$ cat src/hdl/ccsu_pkg.sv
// Shared types, constants and fixed-point helpers for the cardiac cell stencil update.
package ccsu_pkg;

    localparam int FRAC_BITS = 24;
    localparam int QB        = 34;
    localparam int DW        = 32 + FRAC_BITS;
    localparam int DIV_LAT   = QB + 2;
    localparam int LAT       = DIV_LAT + 5;
    localparam int DLY       = DIV_LAT - 5;

    localparam logic signed [63:0] Q_ONE = 64'sd1 <<< FRAC_BITS;
    localparam logic signed [63:0] Q_MAX = 64'sd2147483647;
    localparam logic signed [63:0] Q_MIN = -64'sd2147483648;

    localparam int NREG = 8;
    localparam int AW   = 5;

    typedef enum logic [2:0] {
        REG_DIFFUSION_GAIN   = 3'd0,
        REG_TIME_STEP        = 3'd1,
        REG_REACTION_GAIN    = 3'd2,
        REG_EXCITE_THRESHOLD = 3'd3,
        REG_RECOVERY_OFFSET  = 3'd4,
        REG_RECOVERY_RATE    = 3'd5,
        REG_MU_ONE           = 3'd6,
        REG_MU_TWO           = 3'd7
    } reg_idx_t;

    localparam logic [31:0] RST_DIFFUSION_GAIN   = 32'd0;
    localparam logic [31:0] RST_TIME_STEP        = 32'd0;
    localparam logic [31:0] RST_REACTION_GAIN    = 32'd134217728;
    localparam logic [31:0] RST_EXCITE_THRESHOLD = 32'd1677722;
    localparam logic [31:0] RST_RECOVERY_OFFSET  = 32'd1677722;
    localparam logic [31:0] RST_RECOVERY_RATE    = 32'd167772;
    localparam logic [31:0] RST_MU_ONE           = 32'd1174405;
    localparam logic [31:0] RST_MU_TWO           = 32'd5033165;

    typedef struct packed {
        logic signed [31:0] diffusion_gain;
        logic signed [31:0] time_step;
        logic signed [31:0] reaction_gain;
        logic signed [31:0] excite_threshold;
        logic signed [31:0] recovery_offset;
        logic signed [31:0] recovery_rate;
        logic signed [31:0] mu_one;
        logic signed [31:0] mu_two;
    } cfg_t;

    typedef struct packed {
        logic signed [31:0] val;
        logic               sat;
    } qres_t;

    function automatic logic signed [63:0] sx(input logic signed [31:0] x);
        return {{32{x[31]}}, x};
    endfunction

    function automatic qres_t qclamp(input logic signed [63:0] v);
        qres_t r;
        if (v > Q_MAX)
        begin
            r.val = 32'sh7fffffff;
            r.sat = 1'b1;
        end
        else if (v < Q_MIN)
        begin
            r.val = 32'sh80000000;
            r.sat = 1'b1;
        end
        else
        begin
            r.val = v[31:0];
            r.sat = 1'b0;
        end
        return r;
    endfunction

    function automatic qres_t qmul(input logic signed [31:0] a, input logic signed [31:0] b);
        logic signed [63:0] p;
        p = sx(a) * sx(b);
        return qclamp(p >>> FRAC_BITS);
    endfunction

endpackage

$ cat src/hdl/ccsu_regs.sv
// APB configuration register file.
module ccsu_regs (
    input  logic                  clk,
    input  logic                  rst_n,
    input  logic                  psel,
    input  logic                  penable,
    input  logic                  pwrite,
    input  logic [ccsu_pkg::AW-1:0] paddr,
    input  logic [31:0]           pwdata,
    output logic [31:0]           prdata,
    output logic                  pready,
    output ccsu_pkg::cfg_t        cfg
);
    import ccsu_pkg::*;

    cfg_t     cfg_reg;
    reg_idx_t idx;
    logic     wr;

    assign idx    = reg_idx_t'(paddr[AW-1:2]);
    assign wr     = psel && penable && pwrite;
    assign pready = 1'b1;
    assign cfg    = cfg_reg;

    always_ff @(posedge clk or negedge rst_n)
    begin
        if (!rst_n)
        begin
            cfg_reg.diffusion_gain   <= RST_DIFFUSION_GAIN;
            cfg_reg.time_step        <= RST_TIME_STEP;
            cfg_reg.reaction_gain    <= RST_REACTION_GAIN;
            cfg_reg.excite_threshold <= RST_EXCITE_THRESHOLD;
            cfg_reg.recovery_offset  <= RST_RECOVERY_OFFSET;
            cfg_reg.recovery_rate    <= RST_RECOVERY_RATE;
            cfg_reg.mu_one           <= RST_MU_ONE;
            cfg_reg.mu_two           <= RST_MU_TWO;
        end
        else if (wr)
        begin
            case (idx)
                REG_DIFFUSION_GAIN:   cfg_reg.diffusion_gain   <= pwdata;
                REG_TIME_STEP:        cfg_reg.time_step        <= pwdata;
                REG_REACTION_GAIN:    cfg_reg.reaction_gain    <= pwdata;
                REG_EXCITE_THRESHOLD: cfg_reg.excite_threshold <= pwdata;
                REG_RECOVERY_OFFSET:  cfg_reg.recovery_offset  <= pwdata;
                REG_RECOVERY_RATE:    cfg_reg.recovery_rate    <= pwdata;
                REG_MU_ONE:           cfg_reg.mu_one           <= pwdata;
                REG_MU_TWO:           cfg_reg.mu_two           <= pwdata;
                default:              ;
            endcase
        end
    end

    always_comb
    begin
        case (idx)
            REG_DIFFUSION_GAIN:   prdata = cfg_reg.diffusion_gain;
            REG_TIME_STEP:        prdata = cfg_reg.time_step;
            REG_REACTION_GAIN:    prdata = cfg_reg.reaction_gain;
            REG_EXCITE_THRESHOLD: prdata = cfg_reg.excite_threshold;
            REG_RECOVERY_OFFSET:  prdata = cfg_reg.recovery_offset;
            REG_RECOVERY_RATE:    prdata = cfg_reg.recovery_rate;
            REG_MU_ONE:           prdata = cfg_reg.mu_one;
            REG_MU_TWO:           prdata = cfg_reg.mu_two;
            default:              prdata = 32'd0;
        endcase
    end

endmodule

$ cat config.mk
export PLATFORM = sky130hd
export DESIGN_NAME = ccsu_regs
export DESIGN_NICKNAME = d
export VERILOG_FILES = /design/src/hdl/ccsu_pkg.sv /design/src/hdl/ccsu_regs.sv
export SDC_FILE = /design/constraint.sdc
export NUM_CORES = 1
export LEC_CHECK = 0
export ABC_CLOCK_PERIOD_IN_PS = 1500
export BUFFER_PORTS_ARGS = -buffer_cell sky130_fd_sc_hd__buf_2
export CAP_MARGIN = 10
export CORE_UTILIZATION = 52
export CTS_CLUSTER_SIZE = 14
export DETAILED_ROUTE_END_ITERATION = 8
export GPL_TIMING_DRIVEN = 0
export PLACE_DENSITY = 0.8
export SETUP_SLACK_MARGIN = 0.5
export SYNTH_ARGS = -nofsm -noshare
export SYNTH_HDL_FRONTEND = slang
export SYNTH_SLANG_ARGS = --single-unit
$ cat constraint.sdc
create_clock -name clk -period 1.5 [get_ports clk]
set_input_delay 0.075 -clock clk [delete_from_list [all_inputs] [get_ports clk]]
set_output_delay 0.075 -clock clk [all_outputs]
set_load 0.03 [all_outputs]
==> impl_metrics.ini, run 1 <==
[run_status]
status = complete, but fails checks
failed_checks = hold timing, setup timing

[route]
viasPerCell = 6.05
routed_wirelength_um = 42800
wl_per_cell_um = 27.2
post-route-drc-count = 0
postRouteAntennaNets = 0
drt-pass1-iter-count = 5
vias = 9539
drt_iter0_drc = 515

[floorplanning]
pin_count = 331
dieArea_um2 = 23000
rows = 54
fp.dieW_um = 151
coreArea_um2 = 21900
die_height_um = 151
start_util_pct = 53.1

[synthesis]
synth_mux_area_share_pct = 32.9
synth_top_family_by_area = multiplexers
yosys.area_share.simple_pct = 1.32
synth_enable_flop_cells = 0
synth_fp_nets = 862
ys.flop_type = dfrtp_1
synth-compound-area-share_pct = 6.61
synth_seq_area_share_pct = 55.7
synth_seq_cells = 256
synth_warnings = 0
synth-async-reset-ratio_pct = 100
yosys.area_share.xor_xnor_pct = 0
synth_adder_area_share_pct = 0
synthDistinctLibCells = 28
avgSynthCellArea_um2 = 14.2
synth_area_um2 = 11600
syn_inst = 820

[timing]
final_max_slew_viol_count = 0
fin_ws_ns = -0.351
fin_tns_setup_ns = -8.35
holdWs_ns = -0.528
slew_headroom_pct = 41.8
min_period_ns = 1.85
setup_viol = 32
finalCritPeriodShare_pct = 123
fmax_mhz = 540
worst_pin_slew_ns = 0.872
grt_setup_unrepaired = true
skew_ns = 0
hold_viol = 175

[worst_setup_path]
cpPeakStageDelay_ns = 0.64
worst_setup_path_start_kind = input port
endpoint_kind = output port
cp_max_fo = 10
slowest_stage = clkbuf_1
required_ns = 1.42
cp_common_cell = buf_6
path_class = in2out
crit_path_cell_trace = clkbuf_8 -> buf_6 -> clkbuf_1 -> nor2_1 -> a22oi_1 -> a31oi_4 -> buf_6
startpoint = paddr[2]
worstPathArrival_ns = 1.78
r2r-start = cfg[63]

[clock_network]
cts_buffers = 28
clk_path_buf_depth = 3
cts_root_buf = clkbuf_16
clock_latency_ns = 0.54
clk_pin_slew_ns = 0.06
cts.sinks = 256
h-tree-depth = 1
cts_tree = built
cts_hold_buf = 32

[placed_design]
portBuffers = 325
dp_hpwl_um = 25100
gp_congestion = 0.820

[grt]
grt_pass1_wl_um = 58000
grt_max_degree = 112
grt_use_total_pct = 34.2
antenna_found_initial = 2
grt_pass1_vias = 9467
grt-ovfl-total = 0

[layout]
syn2layout_area_growth_pct = 53.3
nets = 1313
largest_reg_flops = 256
drive_gt1_share_pct = 68.0
nFillCells = 1101

[pwr]
total_power_mw = 27.8
cellPowerDensity_nw_per_um2 = 1560
ir_drop_mv = 1.14
power_leakage_nw = 8.55

[job]
cap_violations = 0

[worst_hold_path]
hp-class = in2async
## layer usage
layer / vias to the layer above / GRT usage, % / wire length (um) / share of wire, %
met5: - / 0 / 0 / 0
met4: 0 / 16.0 / 1870 / 4.4
met3: 128 / 8.11 / 3790 / 8.8
met2: 508 / 54.9 / 21300 / 50
met1: 4963 / 43.6 / 15900 / 37
li1: 3940 / - / - / -
## metrics by stage
| stage | std cells | utilization [%] | setup slack (ns) | hold WS (ns) | instance area, um^2 |
|---|---|---|---|---|---|
| floorplan | 820 | - | 0.108 | -0.221 | 12200 |
| global placement | 1425 | 64.8 | -4.66 | 0.406 | 14200 |
| detailed placement | 1427 | 65.1 | -0.517 | 0.0318 | 14200 |
| CTS | 1546 | 77.0 | -0.361 | -0.521 | 16900 |
| global route | 1575 | 81.4 | -0.402 | -0.503 | 17800 |
| finish | 1576 | 81.4 | -0.351 | -0.528 | 17800 |
## synth_stat cells (9+ instances only)
| cell type | count | area share (%) |
|---|---|---|
| mux2_1 | 36 | 3.5 |
| a221oi_1 | 29 | 2.2 |
| dfstp_2 | 56 | 13 |
| mux2i_1 | 94 | 8.1 |
| mux2_2 | 220 | 21 |
| dfrtp_1 | 200 | 43 |
| o22a_1 | 31 | 2.3 |
| clkbuf_1 | 18 | 0.58 |
| inv_1 | 30 | 0.97 |
| buf_2 | 34 | 1.5 |
| o22ai_1 | 31 | 1.7 |
| nor2_1 | 9 | 0.29 |
## repair_timing
action,4_1_cts,5_1_grt
buffers inserted,35,27
pin swaps,31,32
gates resized for setup,326,321
endpoints found under the hold margin,410,68
endpoints found under the setup margin,448,424
## layout make-up
type / count / area [um^2] / share of cell area [%]
clock inverters: 12 / 173 / 0.969
repair buffers: 421 / 4030 / 22.6
multi-input cells: 474 / 5300 / 29.8
inverters: 30 / 113 / 0.632
flip-flops and latches: 256 / 6480 / 36.4
plain buffers: 60 / 536 / 3.01
well taps: 280 / 350 / 1.97
clock buffers: 40 / 827 / 4.64
diodes: 3 / 7.51 / 0.0421
## worst max-delay path, delay by kind of cell
family,cells,cell delay [ns]
AND/OR/NAND/NOR,1,0.09
buffers and inverters,4,1.10
AO/OA/AOI/OAI,2,0.49
## report_power, final
group / switching, mW / leakage, nW / internal [mW] / total (mW)
sequential: 1.35 / 3.13 / 8.50 / 9.84
clock: 2.96 / 0.493 / 4.53 / 7.49
combinational: 5.62 / 4.92 / 4.84 / 10.5
## cells by family (layout without fill, tap and decap cells)
kind of cell / count (synthesis) / count (layout)
multiplexers: 350 / 350
flip-flops: 256 / 256
AO/OA/AOI/OAI: 98 / 98
buffers and inverters: 90 / 563
AND/OR/NAND/NOR: 25 / 25
other: 1 / 4
## final timing paths
kind | depth (start not counted) | to | slack, ns
setup / recovery | 7 | prdata[13] | -0.35
min in group clk | 4 | cfg[160] | 0.10
max in group asynchronous | 2 | cfg[170] | 1.07
setup reg to reg | 3 | cfg[63] | 0.46
hold / removal | 1 | cfg[35] | -0.53
hold reg to reg | 1 | cfg[212] | 0.53
## cells in the final DEF (no fill, tap or decap), types with 2 or more instances in the layout
cell,synthesis,layout
nand2_1,2,2
diode_2,0,3
o22ai_1,31,31
mux2_2,220,180
buf_6,0,247
inv_1,30,30
a221oi_2,0,21
clkbuf_8,0,12
dfstp_2,56,56
a221oi_1,29,8
mux2i_1,94,90
clkbuf_2,0,9
dfrtp_1,200,194
buf_16,0,2
dfrtp_2,0,6
nor2_2,0,2
clkinv_2,0,5
buf_8,0,13
or3_1,2,2
mux2_4,0,74
o22a_2,0,29
o22a_4,0,2
bufinv_16,0,4
nor2_1,9,3
clkbuf_1,18,7
a211oi_1,2,2
mux2i_2,0,4
mux2_1,36,2
buf_4,4,85
nor3b_2,0,2
nor2_4,0,4
clkbuf_4,0,4
nand2b_1,4,4
buf_2,34,81
clkbuf_16,0,29
dlygate4sd3_1,0,32
No activity file was read; power rests on OpenSTA's default activity.
==> inputs of run 2 (changes only) <==
--- a/config.mk
+++ b/config.mk
@@ -13,6 +13,7 @@
 export DETAILED_ROUTE_END_ITERATION = 8
 export GPL_TIMING_DRIVEN = 0
 export PLACE_DENSITY = 0.8
+export REMOVE_ABC_BUFFERS = 1
 export SETUP_SLACK_MARGIN = 0.5
 export SYNTH_ARGS = -nofsm -noshare
 export SYNTH_HDL_FRONTEND = slang
==> constraint.sdc (replaced) <==
create_clock -name clk -period 1.5 [get_ports clk]
set_input_delay 0.3 -clock clk [delete_from_list [all_inputs] [get_ports clk]]
set_output_delay 0.3 -clock clk [all_outputs]
set_load 0.03 [all_outputs]
==> run 2 against run 1 <==
The flow still finishes with violations (hold timing, setup timing). Non-clock buffer count shrank 31. Clock skew did not move. Setup slack worse by 0.30 ns. First-iteration DRC count shrank 9.5%. Total power down 7.1%. Final area down 2.8%. Final cell count shrank 2.2%. Sequential power shrank 2.5%. Core utilization shrank 2.3 points. Wire length fell by 0.25%. Maximum frequency fell by 14%.
==> impl_metrics.ini, run 2 (synthesized netlist as in run 1, its figures left out) <==
[run_status]
status = complete, but fails checks
failed_checks = hold timing, setup timing

[layout]
nFillCells = 1210
nets = 1284
fin_cells = 1542
layout_common_cells = 261 x buf_2, 200 x dfrtp_1, 126 x mux2_2
largest_reg_flops = 256
final_common_cell = buf_2
drive_gt1_share_pct = 65.4
diodes = 0
syn2layout_area_growth_pct = 49.0

[grt]
grt_max_degree = 125
grt_pass1_wl_um = 57800
grt-ovfl-total = 0
grt_use_total_pct = 34.5
antenna_found_initial = 0
grt_pass1_vias = 9213

[worst_setup_path]
worstPathArrival_ns = 1.85
r2r-start = cfg[39]
required_ns = 1.20
path_class = reg2out
worst_setup_path_start_kind = flop
cp_max_fo = 2
endpoint_kind = output port
crit_path_cell_trace = mux2i_2 -> a221oi_2 -> o22a_1 -> buf_6
slowest_stage = dfstp_2
cpPeakStageDelay_ns = 0.55
critPathBufInv = 1
rr_endpoint = cfg[39]
worst_r2r_path_depth = 4
cpLargestDelayFamily = flip-flops
r2r_slack_ns = 0.44

[timing]
hold_viol = 101
finalCritPeriodShare_pct = 143
holdWs_ns = -0.218
skew_ns = 0
slew_headroom_pct = 37.3
min_period_ns = 2.15
grt_setup_unrepaired = true
fin_ws_ns = -0.647
fmax_mhz = 466
setup_viol = 316
final_max_slew_viol_count = 0
worst_pin_slew_ns = 0.937

[route]
viasPerCell = 6.02
postRouteAntennaNets = 0
wl_per_cell_um = 27.7
drt_iter0_drc = 466
drt-pass1-iter-count = 5
routed_wirelength_um = 42700
post-route-drc-count = 0
vias = 9277

[clock_network]
cts.sinks = 256
cts_tree = built
clk_path_buf_depth = 3
cts_root_buf = clkbuf_16
h-tree-depth = 1
clk_pin_slew_ns = 0.06
cts_buffers = 27
clock_latency_ns = 0.53

[pwr]
total_power_mw = 25.8
power_leakage_nw = 8.51
ir_drop_mv = 1.29
cellPowerDensity_nw_per_um2 = 1490

[placed_design]
gp_congestion = 0.803
dp_hpwl_um = 21500
dp_cells = 1382
portBuffers = 327

[job]
cap_violations = 0

[floorplanning]
die_height_um = 151
rows = 54
pin_count = 331
dieArea_um2 = 23000
start_util_pct = 53.1
fp.dieW_um = 151
coreArea_um2 = 21900

[worst_hold_path]
hp-class = in2async
-- run 2: cell count changes in the layout (fill, tap and decap cells not counted), sizes merged --
cell	previous run	this run
dlygate4sd3	32	1
nand2	2	4
clkbuf	61	45
bufbuf	0	4
nor2b	2	3
buf	428	439
inv	31	30
bufinv	4	3
diode	3	0
-- run 2: worst reg2reg max path: stages, from the launching register on --
cell	delay, ns
dfstp_2	0.38
buf_6	0.11
buf_6	0.11
buf_4	0.13
mux2_4	0.26
-- run 2: worst max-delay path by stage --
stage	endpoint	slack, ns	cells past startpoint	startpoint
final	prdata[7]	-0.65	4	cfg[39]
after global routing	prdata[7]	-0.71	4	cfg[39]
after CTS	prdata[11]	-0.54	4	cfg[43]
after detailed placement	cfg[85]	-2.36	5	paddr[4]
after global placement	cfg[152]	-5.75	4	paddr[3]
after floorplan	cfg[128]	-1.30	3	paddr[4]
-- run 2: routing by layer --
metal	track usage [%]	share of wire, %	up-vias	wire length (um)
li1	-	-	3905	-
met1	43.1	39	4776	16500
met2	57.0	49	482	20900
met3	9.67	8.7	114	3720
met4	13.1	3.7	0	1590
met5	0	0	-	0
-- run 2: cell type report --
type                    instances  area, um^2  area share [%]
multi-input cells             477        5460            31.6
inverters                      30         113           0.651
repair buffers                450        4000            23.1
flip-flops and latches        256        6480            37.4
clock buffers                  39         781            4.51
clock inverters                10         131           0.759
well taps                     280         350            2.02
-- run 2: what timing repair did --
action | 4_1_cts | 5_1_grt
endpoints found under the hold margin | 55 | 19
hold buffers | 1 | 1
setup endpoints to repair | 544 | 800
gates cloned | 16 | 7
pin swaps | 25 | 26
setup buffers | 64 | 23
resized for setup | 204 | 140
-- run 2: where the power goes --
group,internal [mW],leakage (nW),switching (mW)
Sequential,8.49,3.14,1.10
Combinational,3.77,4.92,5.52
Clock,4.12,0.449,2.82
-- run 2: per-stage QoR --
step           utilization [%]  instance area [um^2]  setup TNS (ns)  worst slack, ns
6_report                  79.1                 17300          -32.40           -0.647
5_1_grt                   79.1                 17300          -65.25           -0.712
4_1_cts                   75.3                 16500          -59.09           -0.537
3_5_place_dp              62.9                 13800         -476.43            -2.36
3_3_place_gp              60.9                 13300        -2428.79            -5.75
2_1_floorplan                -                 11300         -263.50            -1.30
==> inputs of run 3 (changes only) <==
--- a/config.mk
+++ b/config.mk
@@ -5,7 +5,7 @@
 export SDC_FILE = /design/constraint.sdc
 export NUM_CORES = 1
 export LEC_CHECK = 0
-export ABC_CLOCK_PERIOD_IN_PS = 1500
+export ABC_CLOCK_PERIOD_IN_PS = 2000
 export BUFFER_PORTS_ARGS = -buffer_cell sky130_fd_sc_hd__buf_2
 export CAP_MARGIN = 10
 export CORE_UTILIZATION = 52
==> constraint.sdc (replaced) <==
create_clock -name clk -period 2 [get_ports clk]
set_input_delay 0.4 -clock clk [delete_from_list [all_inputs] [get_ports clk]]
set_output_delay 0.4 -clock clk [all_outputs]
set_load 0.03 [all_outputs]
==> run 3 against run 2 <==
The run ends with setup timing left. Sequential power is 24% lower. Clock-buffer cell count is the same. Setup slack improved by 0.45 ns. Die area unchanged. Register-to-register slack improved by 0.51 ns. First-iteration DRC count increased by 39%. Wire length is 10% higher. Global-route usage increased by 3.4 points. Sequential share of layout area fell by 2.0 points. Critical path depth rose by 4. Via count is 4.6% higher. Core utilization rose by 4.4 points. Critical endpoint is now prdata[3].
==> impl_metrics.ini, run 3 (synthesized netlist as in run 1, its figures left out) <==
[timing]
final_max_slew_viol_count = 0
setup_viol = 32
grt_setup_unrepaired = true
skew_ns = 0
worst_pin_slew_ns = 0.662
hold_viol = 0
finalCritPeriodShare_pct = 110
slew_headroom_pct = 55.9
fmax_mhz = 455
min_period_ns = 2.20
fin_ws_ns = -0.199

[route]
postRouteAntennaNets = 0
drt_iter0_drc = 648
drt-pass1-iter-count = 5
viasPerCell = 6.23
vias = 9702
routed_wirelength_um = 47200
wl_per_cell_um = 30.3
post-route-drc-count = 0

[pwr]
p_comb_share_pct = 36.6
clkPwrFrac_pct = 26.4
switching_power_mw = 7.23
power.share.switching_pct = 36.7
ir_drop_mv = 0.945
power_leakage_nw = 9.02
cellPowerDensity_nw_per_um2 = 1080
internal_power_mw = 12.5
power_frac_seq_pct = 37.0

[layout]
design_area_um2 = 18300
drive_gt1_share_pct = 68.3
nets = 1298
syn2layout_area_growth_pct = 57.3
final_common_cell = buf_2
multi_input_comb_area_um2 = 5940
seq_area_um2 = 6480
largest_reg_flops = 256
nFillCells = 1037
layout_common_cells = 269 x buf_2, 224 x mux2_4, 200 x dfrtp_1

[placed_design]
pre_cts_slack_ns = -1.96
dp_hpwl_um = 21500
portBuffers = 327
post_dp_cell_area_um2 = 13800
gp_congestion = 0.803

[clock_network]
clk_path_buf_depth = 3
h-tree-depth = 1
clk_pin_slew_ns = 0.07
cts_tree = built
clock_latency_ns = 0.53
cts_root_buf = clkbuf_16
cts_buffers = 27
cts.sinks = 256

[grt]
grt_pass1_wl_um = 62800
grt_max_degree = 125
grt_pass1_vias = 9727
grt_use_total_pct = 37.9
grt-ovfl-total = 0
antenna_found_initial = 1

[worst_setup_path]
required_ns = 1.60
endpoint_kind = output port
r2r_slack_ns = 0.95
path_class = in2out
worst_setup_path_start_kind = input port
cp_max_fo = 7
worstPathArrival_ns = 1.80

[floorplanning]
pin_count = 331
coreArea_um2 = 21900
start_util_pct = 53.1
die_height_um = 151
rows = 54
dieArea_um2 = 23000
fp.dieW_um = 151

[run_status]
status = complete, but fails checks
failed_checks = setup timing

[job]
cap_violations = 0

[worst_hold_path]
hp-class = in2reg
## run 3: changes by cell type in the layout (fill, tap and decap cells not counted), sizes merged
cell    delta
buf       +14
clkbuf     +1
diode      +1
nand2      -1
## run 3: final cells by class
cell class                 count  area share, %
sequential                   256           35.4
multi-input combinational    476           32.5
timing repair buffer         465           24.5
clock buffer                  39           4.27
tap                          280           1.92
clock inverter                10          0.719
inverter                      30          0.616
antenna                        1         0.0137
## run 3: timing repair
action / CTS / global route
pin swaps: 21 / 34
gates resized for setup: 314 / 170
gates cloned: 27 / 7
buffers inserted: 69 / 21
hold buffers: 1 / 0
hold endpoints to repair: 16 / 0
setup endpoints to repair: 544 / 544
## run 3: path summary, 6_finish.rpt
| check | cells past startpoint | endpoint | from |
|---|---|---|---|
| setup reg to reg | 4 | cfg[112] | cfg[112] |
| hold reg to reg | 1 | cfg[109] | cfg[109] |
| min in group asynchronous | 2 | cfg[137] | rst_n |
| setup / recovery | 8 | prdata[3] | paddr[3] |
| hold / removal | 2 | cfg[3] | pwdata[3] |
| max in group asynchronous | 3 | cfg[225] | rst_n |
## run 3: power groups by stage
stage | sequential, mW | clock [mW] | combinational (mW)
3_3_place_gp | 7.13 | 0 | 5.55
2_1_floorplan | 9.17 | 0 | 1.69
4_1_cts | 7.14 | 5.21 | 6.60
3_5_place_dp | 7.20 | 0 | 5.66
6_report | 7.29 | 5.22 | 7.22
5_1_grt | 7.40 | 5.44 | 7.50
## run 3: stage by stage
step / setup TNS [ns] / power, mW / hold slack, ns / cells / util (%)
3_5_place_dp: -364.43 / 12.9 / 0.242 / 1382 / 62.9
4_1_cts: -3.15 / 18.9 / 0.184 / 1528 / 79.2
2_1_floorplan: -155.95 / 10.9 / 0.104 / 760 / -
6_report: -3.09 / 19.7 / 0.218 / 1557 / 83.5
5_1_grt: -4.17 / 20.3 / 0.222 / 1557 / 83.5
3_3_place_gp: -2214.39 / 12.7 / 0.491 / 1367 / 60.9
## run 3: critical path, stage by stage
cell       delay (ns)
buf_16           0.09
buf_12           0.15
buf_12           0.15
clkbuf_16        0.18
mux2i_1          0.28
o22ai_1          0.16
o22a_1           0.22
buf_6            0.14
## run 3: layer usage
layer	up-vias	track usage [%]	wire, um
li1	3926	-	-
met1	4997	47.5	17800
met2	610	60.9	22400
met3	169	10.0	4410
met4	0	19.0	2580
met5	-	0	0
